==> src/sv/b64se_pkg.sv <==
// shared types, constants and the character table of the base64 stream encoder
// used by b64se_front, b64se_queue, b64se_back and base64_stream_encoder_unit
`default_nettype none

package b64se_pkg;

  // queue between front and back
  localparam int Q_DEPTH = 2;
  localparam int Q_PTR_W = (Q_DEPTH > 1) ? $clog2(Q_DEPTH) : 1;
  localparam int Q_CNT_W = $clog2(Q_DEPTH + 1);

  // character constants
  localparam logic [6:0] PAD_CHAR   = 7'h3D;  // '='
  localparam logic [6:0] CHAR_UPPER = 7'h41;  // 'A'
  localparam logic [6:0] CHAR_LOWER = 7'h61;  // 'a'
  localparam logic [6:0] CHAR_DIGIT = 7'h30;  // '0'
  localparam logic [6:0] CHAR_PLUS  = 7'h2B;  // '+'
  localparam logic [6:0] CHAR_SLASH = 7'h2F;  // '/'
  localparam logic [5:0] IDX_MASK   = 6'h3F;

  // group positions
  typedef enum logic [1:0] {
    PH_FIRST  = 2'd0,
    PH_SECOND = 2'd1,
    PH_THIRD  = 2'd2,
    PH_UNUSED = 2'd3
  } phase_t;

  // one output slot: a 6-bit index or a pad
  typedef struct packed {
    logic       pad;
    logic [5:0] idx;
  } slot_t;

  // the characters caused by one input byte
  typedef struct packed {
    slot_t [3:0] slots;
    logic  [1:0] last_pos;  // position of the final slot in use
    logic        fin;       // job ends the message
  } job_t;

  // standard alphabet lookup
  function automatic logic [6:0] b64_char(input logic [5:0] idx);
    logic [6:0] ix;
    ix = {1'b0, idx};
    if (idx < 6'd26) begin
      return CHAR_UPPER + ix;
    end else if (idx < 6'd52) begin
      return CHAR_LOWER + ix - 7'd26;
    end else if (idx < 6'd62) begin
      return CHAR_DIGIT + ix - 7'd52;
    end else if (idx == 6'd62) begin
      return CHAR_PLUS;
    end else begin
      return CHAR_SLASH;
    end
  endfunction

endpackage

`default_nettype wire

==> src/sv/b64se_front.sv <==
// front part: takes raw bytes, tracks group position and leftover bits,
// and turns each byte into a job of slots; depends on b64se_pkg
`default_nettype none

module b64se_front (
  input  wire logic              clk,
  input  wire logic              rst_n,
  input  wire logic              in_valid,
  output logic                   in_stall,
  input  wire logic [7:0]        in_data_byte,
  input  wire logic              in_last_byte,
  input  wire logic              q_full,
  output logic                   q_push,
  output b64se_pkg::job_t        q_job
);

  b64se_pkg::phase_t phase_r, phase_nxt;
  logic [3:0]        carry_r, carry_nxt;
  logic              accept;

  // transfer handshake
  assign in_stall = q_full;
  assign accept   = in_valid && !q_full;
  assign q_push   = accept;

  // classify the byte and build its job
  always_comb begin
    q_job     = '0;
    phase_nxt = phase_r;
    carry_nxt = carry_r;
    q_job.fin = in_last_byte;
    case (phase_r)
      b64se_pkg::PH_SECOND: begin
        q_job.slots[0].idx = {carry_r[1:0], in_data_byte[7:4]};
        if (in_last_byte) begin
          q_job.slots[1].idx = {in_data_byte[3:0], 2'b00};
          q_job.slots[2].pad = 1'b1;
          q_job.last_pos     = 2'd2;
        end else begin
          q_job.last_pos = 2'd0;
          carry_nxt      = in_data_byte[3:0];
          phase_nxt      = b64se_pkg::PH_THIRD;
        end
      end
      b64se_pkg::PH_THIRD: begin
        q_job.slots[0].idx = {carry_r, in_data_byte[7:6]};
        q_job.slots[1].idx = in_data_byte[5:0] & b64se_pkg::IDX_MASK;
        q_job.last_pos     = 2'd1;
        carry_nxt          = 4'd0;
        phase_nxt          = b64se_pkg::PH_FIRST;
      end
      default: begin
        // first position, and the unused code treated alike
        q_job.slots[0].idx = in_data_byte[7:2];
        if (in_last_byte) begin
          q_job.slots[1].idx = {in_data_byte[1:0], 4'd0};
          q_job.slots[2].pad = 1'b1;
          q_job.slots[3].pad = 1'b1;
          q_job.last_pos     = 2'd3;
        end else begin
          q_job.last_pos = 2'd0;
          carry_nxt      = {2'b00, in_data_byte[1:0]};
          phase_nxt      = b64se_pkg::PH_SECOND;
        end
      end
    endcase
    // end of message starts a fresh group
    if (in_last_byte) begin
      carry_nxt = 4'd0;
      phase_nxt = b64se_pkg::PH_FIRST;
    end
  end

  // group state
  always_ff @(posedge clk) begin
    if (!rst_n) begin
      phase_r <= b64se_pkg::PH_FIRST;
      carry_r <= 4'd0;
    end else if (accept) begin
      phase_r <= phase_nxt;
      carry_r <= carry_nxt;
    end
  end

endmodule

`default_nettype wire

==> src/sv/b64se_queue.sv <==
// short job queue between front and back, flip-flop storage
// depends on b64se_pkg
`default_nettype none

module b64se_queue (
  input  wire logic            clk,
  input  wire logic            rst_n,
  input  wire logic            push,
  input  wire b64se_pkg::job_t push_job,
  output logic                 full,
  input  wire logic            pop,
  output logic                 q_valid,
  output b64se_pkg::job_t      q_job
);

  b64se_pkg::job_t                   entries_r [b64se_pkg::Q_DEPTH];
  logic [b64se_pkg::Q_PTR_W-1:0]     wr_ptr_r, rd_ptr_r;
  logic [b64se_pkg::Q_CNT_W-1:0]     count_r;
  logic                              do_push, do_pop;

  localparam logic [b64se_pkg::Q_PTR_W-1:0] PTR_LAST =
    b64se_pkg::Q_PTR_W'(b64se_pkg::Q_DEPTH - 1);
  localparam logic [b64se_pkg::Q_CNT_W-1:0] CNT_FULL =
    b64se_pkg::Q_CNT_W'(b64se_pkg::Q_DEPTH);

  assign full    = (count_r == CNT_FULL);
  assign q_valid = (count_r != '0);
  assign q_job   = entries_r[rd_ptr_r];
  assign do_push = push && !full;
  assign do_pop  = pop && q_valid;

  // storage write
  always_ff @(posedge clk) begin
    if (do_push) begin
      entries_r[wr_ptr_r] <= push_job;
    end
  end

  // pointers and fill count
  always_ff @(posedge clk) begin
    if (!rst_n) begin
      wr_ptr_r <= '0;
      rd_ptr_r <= '0;
      count_r  <= '0;
    end else begin
      if (do_push) begin
        wr_ptr_r <= (wr_ptr_r == PTR_LAST) ? '0 : wr_ptr_r + 1'b1;
      end
      if (do_pop) begin
        rd_ptr_r <= (rd_ptr_r == PTR_LAST) ? '0 : rd_ptr_r + 1'b1;
      end
      if (do_push && !do_pop) begin
        count_r <= count_r + 1'b1;
      end else if (do_pop && !do_push) begin
        count_r <= count_r - 1'b1;
      end
    end
  end

  // checks
  a_count_range: assert property (@(posedge clk) disable iff (!rst_n)
    count_r <= CNT_FULL) else $error("queue fill count out of range");
  a_no_overflow: assert property (@(posedge clk) disable iff (!rst_n)
    push |-> !full) else $error("job pushed into full queue");
  a_grow: assert property (@(posedge clk) disable iff (!rst_n)
    (do_push && !do_pop) |=> (count_r == $past(count_r) + 1'b1))
    else $error("queue count did not grow on push");

endmodule

`default_nettype wire

==> src/sv/b64se_back.sv <==
// back part: walks the slots of each job, one character per cycle while out_stall
// is low, into the output register; depends on b64se_pkg
`default_nettype none

module b64se_back (
  input  wire logic              clk,
  input  wire logic              rst_n,
  input  wire logic              q_valid,
  input  wire b64se_pkg::job_t   q_job,
  output logic                   q_pop,
  output logic                   out_valid,
  input  wire logic              out_stall,
  output logic [6:0]             out_char,
  output logic                   out_last_char
);

  b64se_pkg::job_t   cur_r;
  logic              cur_valid_r;
  logic [1:0]        pos_r;
  logic              out_valid_r;
  logic [6:0]        out_char_r, out_char_nxt;
  logic              out_last_r, out_last_nxt;
  logic              load_out, done, cur_free;
  b64se_pkg::slot_t  slot;

  assign out_valid     = out_valid_r;
  assign out_char      = out_char_r;
  assign out_last_char = out_last_r;

  // stepping through the current job
  assign load_out = cur_valid_r && (!out_valid_r || !out_stall);
  assign done     = load_out && (pos_r == cur_r.last_pos);
  assign cur_free = !cur_valid_r || done;
  assign q_pop    = cur_free && q_valid;

  // character of the current slot
  always_comb begin
    slot         = cur_r.slots[pos_r];
    out_char_nxt = slot.pad ? b64se_pkg::PAD_CHAR : b64se_pkg::b64_char(slot.idx);
    out_last_nxt = cur_r.fin && (pos_r == cur_r.last_pos);
  end

  // job register and slot position
  always_ff @(posedge clk) begin
    if (!rst_n) begin
      cur_valid_r <= 1'b0;
      pos_r       <= 2'd0;
    end else if (q_pop) begin
      cur_valid_r <= 1'b1;
      pos_r       <= 2'd0;
    end else if (done) begin
      cur_valid_r <= 1'b0;
    end else if (load_out) begin
      pos_r <= pos_r + 2'd1;
    end
  end

  always_ff @(posedge clk) begin
    if (q_pop) begin
      cur_r <= q_job;
    end
  end

  // output register
  always_ff @(posedge clk) begin
    if (!rst_n) begin
      out_valid_r <= 1'b0;
    end else if (load_out) begin
      out_valid_r <= 1'b1;
    end else if (!out_stall) begin
      out_valid_r <= 1'b0;
    end
  end

  always_ff @(posedge clk) begin
    if (load_out) begin
      out_char_r <= out_char_nxt;
      out_last_r <= out_last_nxt;
    end
  end

  // checks
  a_pos_range: assert property (@(posedge clk) disable iff (!rst_n)
    cur_valid_r |-> (pos_r <= cur_r.last_pos)) else $error("slot position past job end");
  a_pop_free: assert property (@(posedge clk) disable iff (!rst_n)
    q_pop |-> (!cur_valid_r || done)) else $error("job popped while current one busy");
  a_load_shows: assert property (@(posedge clk) disable iff (!rst_n)
    load_out |=> out_valid_r) else $error("loaded character not presented");

endmodule

`default_nettype wire

==> src/sv/base64_stream_encoder_unit.sv <==
// top level of the streaming base64 encoder: front, job queue and back
// depends on b64se_pkg, b64se_front, b64se_queue, b64se_back
//
//   channel | direction | ports                                   | handshake
//   input   | in        | in_data_byte[7:0], in_last_byte         | in_valid / in_stall
//   result  | out       | out_char[6:0], out_last_char            | out_valid / out_stall
//
// one character leaves per cycle while out_stall is low, set by the single-character
// output register of the back part; a byte gives one or two characters, a final
// byte up to four. a byte is accepted whenever the two-entry job queue has room,
// also while a character waits on out_stall. the first character of a byte passes
// the job queue, the job register and the output register before it appears.
// reset (rst_n, synchronous) empties the queue and starts a new group.
`default_nettype none

module base64_stream_encoder_unit (
  input  wire logic       clk,
  input  wire logic       rst_n,
  input  wire logic       in_valid,
  output logic            in_stall,
  input  wire logic [7:0] in_data_byte,
  input  wire logic       in_last_byte,
  output logic            out_valid,
  input  wire logic       out_stall,
  output logic [6:0]      out_char,
  output logic            out_last_char
);

  b64se_pkg::job_t push_job, q_job;
  logic            q_full, q_push, q_valid, q_pop;

  // byte classification
  b64se_front u_front (
    .clk          (clk),
    .rst_n        (rst_n),
    .in_valid     (in_valid),
    .in_stall     (in_stall),
    .in_data_byte (in_data_byte),
    .in_last_byte (in_last_byte),
    .q_full       (q_full),
    .q_push       (q_push),
    .q_job        (push_job)
  );

  // job queue
  b64se_queue u_queue (
    .clk      (clk),
    .rst_n    (rst_n),
    .push     (q_push),
    .push_job (push_job),
    .full     (q_full),
    .pop      (q_pop),
    .q_valid  (q_valid),
    .q_job    (q_job)
  );

  // character output
  b64se_back u_back (
    .clk           (clk),
    .rst_n         (rst_n),
    .q_valid       (q_valid),
    .q_job         (q_job),
    .q_pop         (q_pop),
    .out_valid     (out_valid),
    .out_stall     (out_stall),
    .out_char      (out_char),
    .out_last_char (out_last_char)
  );

endmodule

`default_nettype wire

==> config.mk <==
export PLATFORM = sky130hd
export DESIGN_NAME = base64_stream_encoder_unit
export DESIGN_NICKNAME = d
export VERILOG_FILES = /design/src/sv/b64se_pkg.sv /design/src/sv/b64se_front.sv /design/src/sv/b64se_queue.sv /design/src/sv/b64se_back.sv /design/src/sv/base64_stream_encoder_unit.sv
export SDC_FILE = /design/constraint.sdc
export NUM_CORES = 1
export LEC_CHECK = 0
export ABC_AREA = 1
export BUFFER_PORTS_ARGS = -buffer_cell sky130_fd_sc_hd__clkbuf_2
export CAP_MARGIN = 5
export CORE_MARGIN = 2
export CORE_UTILIZATION = 68
export DETAILED_ROUTE_END_ITERATION = 8
export PLACE_DENSITY = 0.9
export REMOVE_ABC_BUFFERS = 1
export SYNTH_ARGS = -nofsm -noshare
export SYNTH_HDL_FRONTEND = slang
export SYNTH_HIERARCHICAL = 1
export SYNTH_SLANG_ARGS = --single-unit
==> constraint.sdc <==
create_clock -name clk -period 4 [get_ports clk]
set_input_delay 1 -clock clk [delete_from_list [all_inputs] [get_ports clk]]
set_output_delay 1 -clock clk [all_outputs]
set_load 0.02 [all_outputs]
==> impl_summary.txt <==
----------------------------------------------------
[Status]
  Result of the run ... finished clean

[Placement]
  HPWL Detailed ... 6618 um
  Placer congestion estimate ... 0.8822
  Count of port buffers added during placement ... 22
  Cell area after placement ... 0.005593 sq mm

[Critical path]
  Category of the worst setup path launch point ... register
  Kind of capture point of the worst setup path ... register
  Largest driver fanout on the critical path ... 17
  Cell with the largest stage delay on the worst path ... sky130_fd_sc_hd__dfxtp_1
  Crit path required time ... 4390 ps
  Cell chain of the critical path ... xnor2_1 -> nand2_2 -> o21ai_1 -> nand2_1 -> inv_1 -> o21a_1 -> inv_1 -> ha_1 -> inv_1 -> nand4_1 -> nand2_1 -> nor2_1
  Worst path arrival time ... 3250 ps
  Delay of the slowest critical-path stage ... 820 ps
  Setup Crit Path Kind ... reg2reg
  Cell mode on critical path ... sky130_fd_sc_hd__inv_1

[Yosys]
  Most area-hungry cell type in the Yosys netlist ... sky130_fd_sc_hd__edfxtp_1
  Number of distinct library cell variants in the gate-level netlist after synthesis ... 35
  Post-synthesis register bit count ... 116
  Post-Synth Simple-Gate Area ... 0.1771
  Post-synthesis sequential area ratio ... 0.6057
  Async SR Flop Fraction ... 0
  Post-Synthesis Cells ... 462
  Combinational family with the most area after synthesis ... simple AND/OR/NAND/NOR gates
  Synth Area in Compound Gates ... 0.03843
  Share of synthesized area spent on multiplexers ... 0.06344
  Avg Cell Area, Syn ... 11.91 sq um
  Share of Yosys cell area claimed by the top area cell type ... 0.5512
  EDFF count, synth ... 101
  Netlist area before placement ... 0.005503 sq mm
  Yosys Warn Count ... 6
  Biggest area contributors in the synthesized netlist ... sky130_fd_sc_hd__edfxtp_1 (55%), sky130_fd_sc_hd__mux2_2 (6.3%), sky130_fd_sc_hd__nand2_1 (6.3%), sky130_fd_sc_hd__dfxtp_1 (5.5%), sky130_fd_sc_hd__inv_1 (2.9%)
  Area share of fa/ha/maj cells after synthesis ... 0.02046
  Parity-gate share of the synthesized area counting xor and xnor cells ... 0.009550
  Most frequently used flop master after synthesis ... sky130_fd_sc_hd__edfxtp_1

[Global routing]
  Via count of the first global-routing pass ... 3621
  Pin count of the biggest net entering global routing ... 32
  All-Layer GR Usage ... 0.2774
  Number of antenna violations at the first check in global routing ... 0
  First-pass GRT wire length ... 18020 um
  Global route total overflow ... 0

[Pwr]
  Leakage ... 0.002508 uW
  Ratio of total power to cell area ... 877.9 mW/mm^2
  Max IR drop VDD ... 0.5208 mV

[STA]
  Final clock skew ... 7.382 ps
  Final Cycle Share ... 0.7147
  Number of hold violations in the final report ... 0
  Setup repair after global routing missed its margin ... no
  Clock period minus final worst setup slack ... 2859 ps
  Max-Slew Margin vs Limit ... 0.4430
  Number of max-slew violations in the final report ... 0
  Setup TNS after final layout ... 0 ps
  Setup violators final ... 0
  Worst-Margin Slew ... 832.5 ps
  FMAX ... 0.3498 GHz

[CTS]
  Number of buffers added to fix hold violations after cts ... 0
  Number of sinks handled by clock tree synthesis ... 116
  Buffer count from post-CTS setup fixing ... 0
  Number of buffers inserted during clock tree synthesis ... 17
  Clock-pin slew on the worst setup and hold paths ... 60 ps
  Count of H-tree levels built during CTS ... 4
  Clock tree root buffer cell ... sky130_fd_sc_hd__clkbuf_8
  Clock tree from TritonCTS ... yes
  Post_cts resized ... 0
  Clk buf depth ... 2
  Worst-Skew Late Latency ... 510 ps

[Routing]
  Vias per cell ... 5.702
  Total Wirelength ... 10910 um
  DRC ... 0
  First-pass detailed-route iteration total ... 6
  Number of nets with antenna violations after routing ... 0
  Number of DRC violations after detailed-routing iteration 0 ... 346
  Number of vias in the routed layout ... 3478
  Average detailed-routed wire length per instance ... 17.88 um

[Finish]
  Total non-filler cell area in the finished layout ... 0.006235 sq mm
  Area Overhead vs Synth ... 13.30%
  Antenna diode count ... 0
  Fraction of layout cells with a size suffix above 1 ... 0.2854
  Post-layout nets ... 517

[Floorplanning]
  Area of the core ... 0.007767 sq mm
  Total die area ... 0.008828 sq mm
  Floorplan row count ... 32
  Ports placed on the boundary ... 23
  Horizontal die dimension ... 93.96 um
  Initial core utilization ... 0.7084
  Overall die height ... 93.96 um

[Flow run]
  MaxCap Viol Count ... 0

[Min path]
  Min-delay worst type ... reg2reg

----------------------------------------------------
## final cells by class
| cell class | instances | area, sq um |
|---|---|---|
| sequential | 116 | 3333 |
| clock inverter | 15 | 227.7 |
| clock buffer | 17 | 414.1 |
| multi-input combinational | 280 | 1758 |
| tap | 102 | 127.6 |
| timing repair buffer | 26 | 140.1 |
| inverter | 54 | 234.0 |
| fill | 389 | 1533 |
## flip-flops by register name, summed over array words and instances, names as in the netlist, 2 cells and up, named ones only
register	flops
u_back/cur_r	31
u_back/out_char	7
u_back/pos_r	2
u_front/carry_r	4
u_front/phase_r	2
u_queue/count_r	2
u_queue/entries_r	62
## placed cells by master (no fill, tap or decap), types with 2 or more instances in the layout
cell                         netlist  final
sky130_fd_sc_hd__edfxtp_1        101    101
sky130_fd_sc_hd__nand2_1          92     92
sky130_fd_sc_hd__inv_1            43     43
sky130_fd_sc_hd__mux2_2           31     31
sky130_fd_sc_hd__nand3_1          26     26
sky130_fd_sc_hd__nor2_1           27     25
sky130_fd_sc_hd__clkbuf_2          0     22
sky130_fd_sc_hd__clkbuf_16         0     16
sky130_fd_sc_hd__dfxtp_1          15     15
sky130_fd_sc_hd__a21oi_1          14     14
sky130_fd_sc_hd__conb_1            1     14
sky130_fd_sc_hd__nand2_4          11     11
sky130_fd_sc_hd__nand3_2           9      9
sky130_fd_sc_hd__ha_1              9      9
sky130_fd_sc_hd__nand2_2           8      8
sky130_fd_sc_hd__inv_2             6      6
sky130_fd_sc_hd__nor2_2            4      6
sky130_fd_sc_hd__bufinv_16         0      5
sky130_fd_sc_hd__o21ai_1           5      5
sky130_fd_sc_hd__nor2_4            5      5
sky130_fd_sc_hd__clkinvlp_4        0      4
sky130_fd_sc_hd__o211ai_1          4      4
sky130_fd_sc_hd__o21ai_0           4      4
sky130_fd_sc_hd__buf_4            18      4
sky130_fd_sc_hd__clkinv_4          0      3
sky130_fd_sc_hd__inv_6             1      3
sky130_fd_sc_hd__xnor2_1           3      3
sky130_fd_sc_hd__xor2_1            3      3
sky130_fd_sc_hd__nand3_4           2      2
sky130_fd_sc_hd__nand4_1           2      2
sky130_fd_sc_hd__o21ai_2           2      2
sky130_fd_sc_hd__inv_4             2      2
sky130_fd_sc_hd__o211ai_2          2      2
## cell families after synthesis
kind of cell	after synthesis
and+or+nand+nor	187
AOI/OAI and AO/OA	33
muxes	31
xor gates and xnor gates	6
other	1
adders and majority gates	9
DFF	116
buffers and inverters	79
## cells in the mapped netlist, types with 2 or more instances
cell                       instances
sky130_fd_sc_hd__nand2_2           8
sky130_fd_sc_hd__nor2_1           27
sky130_fd_sc_hd__buf_6             5
sky130_fd_sc_hd__mux2_2           31
sky130_fd_sc_hd__nand3_2           9
sky130_fd_sc_hd__nand2_1          92
sky130_fd_sc_hd__nand2_4          11
sky130_fd_sc_hd__nand3_4           2
sky130_fd_sc_hd__o21ai_2           2
sky130_fd_sc_hd__inv_4             2
sky130_fd_sc_hd__xor2_1            3
sky130_fd_sc_hd__xnor2_1           3
sky130_fd_sc_hd__nor2_4            5
sky130_fd_sc_hd__inv_2             6
sky130_fd_sc_hd__buf_4            18
sky130_fd_sc_hd__o211ai_2          2
sky130_fd_sc_hd__inv_1            43
sky130_fd_sc_hd__nand4_1           2
sky130_fd_sc_hd__buf_12            2
sky130_fd_sc_hd__edfxtp_1        101
sky130_fd_sc_hd__ha_1              9
sky130_fd_sc_hd__nand3_1          26
sky130_fd_sc_hd__o21ai_1           5
sky130_fd_sc_hd__a21oi_1          14
sky130_fd_sc_hd__dfxtp_1          15
sky130_fd_sc_hd__o21ai_0           4
sky130_fd_sc_hd__o211ai_1          4
sky130_fd_sc_hd__nor2_2            4
## layer usage
layer,track usage,routed length (um),vias up
li1,-,-,1609
met1,0.3296,4315,1676
met2,0.4857,5710,161
met3,0.06742,632,32
met4,0.1099,251,0
met5,0,0,-
## worst max-delay path, delay by kind of cell, from the launching register on
family | cells | cell delay (ps)
flip-flops | 1 | 820
adder cells (fa/ha/maj) | 1 | 340
buffers and inverters | 3 | 300
AND/OR/NAND/NOR | 5 | 640
XOR/XNOR | 1 | 230
AO/OA/AOI/OAI | 2 | 420
## path summary, 6_finish.rpt
path | from | cells past startpoint | slack [ps] | to
worst max-delay path | u_back/pos_r[0] | 12 | 1140 | u_queue/count_r[1]
worst min-delay path | u_front/carry_r[3] | 2 | 490 | u_front/carry_r[3]
worst max register to register | u_back/pos_r[0] | 12 | 1140 | u_queue/count_r[1]
worst min register to register | u_front/carry_r[3] | 2 | 490 | u_front/carry_r[3]
## where the power goes
part / leakage [uW] / internal [uW] / switching [uW]
Clock: 0.000299 / 1080 / 533
Sequential: 0.00107 / 1840 / 171
Combinational: 0.00114 / 636 / 1220
Total: 0.00251 / 3550 / 1920
## stage by stage
stage | hold slack, ps | cells | worst slack, ps | utilization | power [uW]
after floorplan | 445.4 | 450 | 972.7 | - | 3348
after global placement | 457.8 | 578 | 1457 | 0.7200 | 3680
after detailed placement | 466.4 | 578 | 1398 | 0.7200 | 3788
after CTS | 484.8 | 610 | 1224 | 0.8027 | 5479
after global routing | 497.2 | 610 | 993.4 | 0.8027 | 5783
final | 487.0 | 610 | 1141 | 0.8027 | 5474
Note: power is estimated with default switching activity, not from simulation.
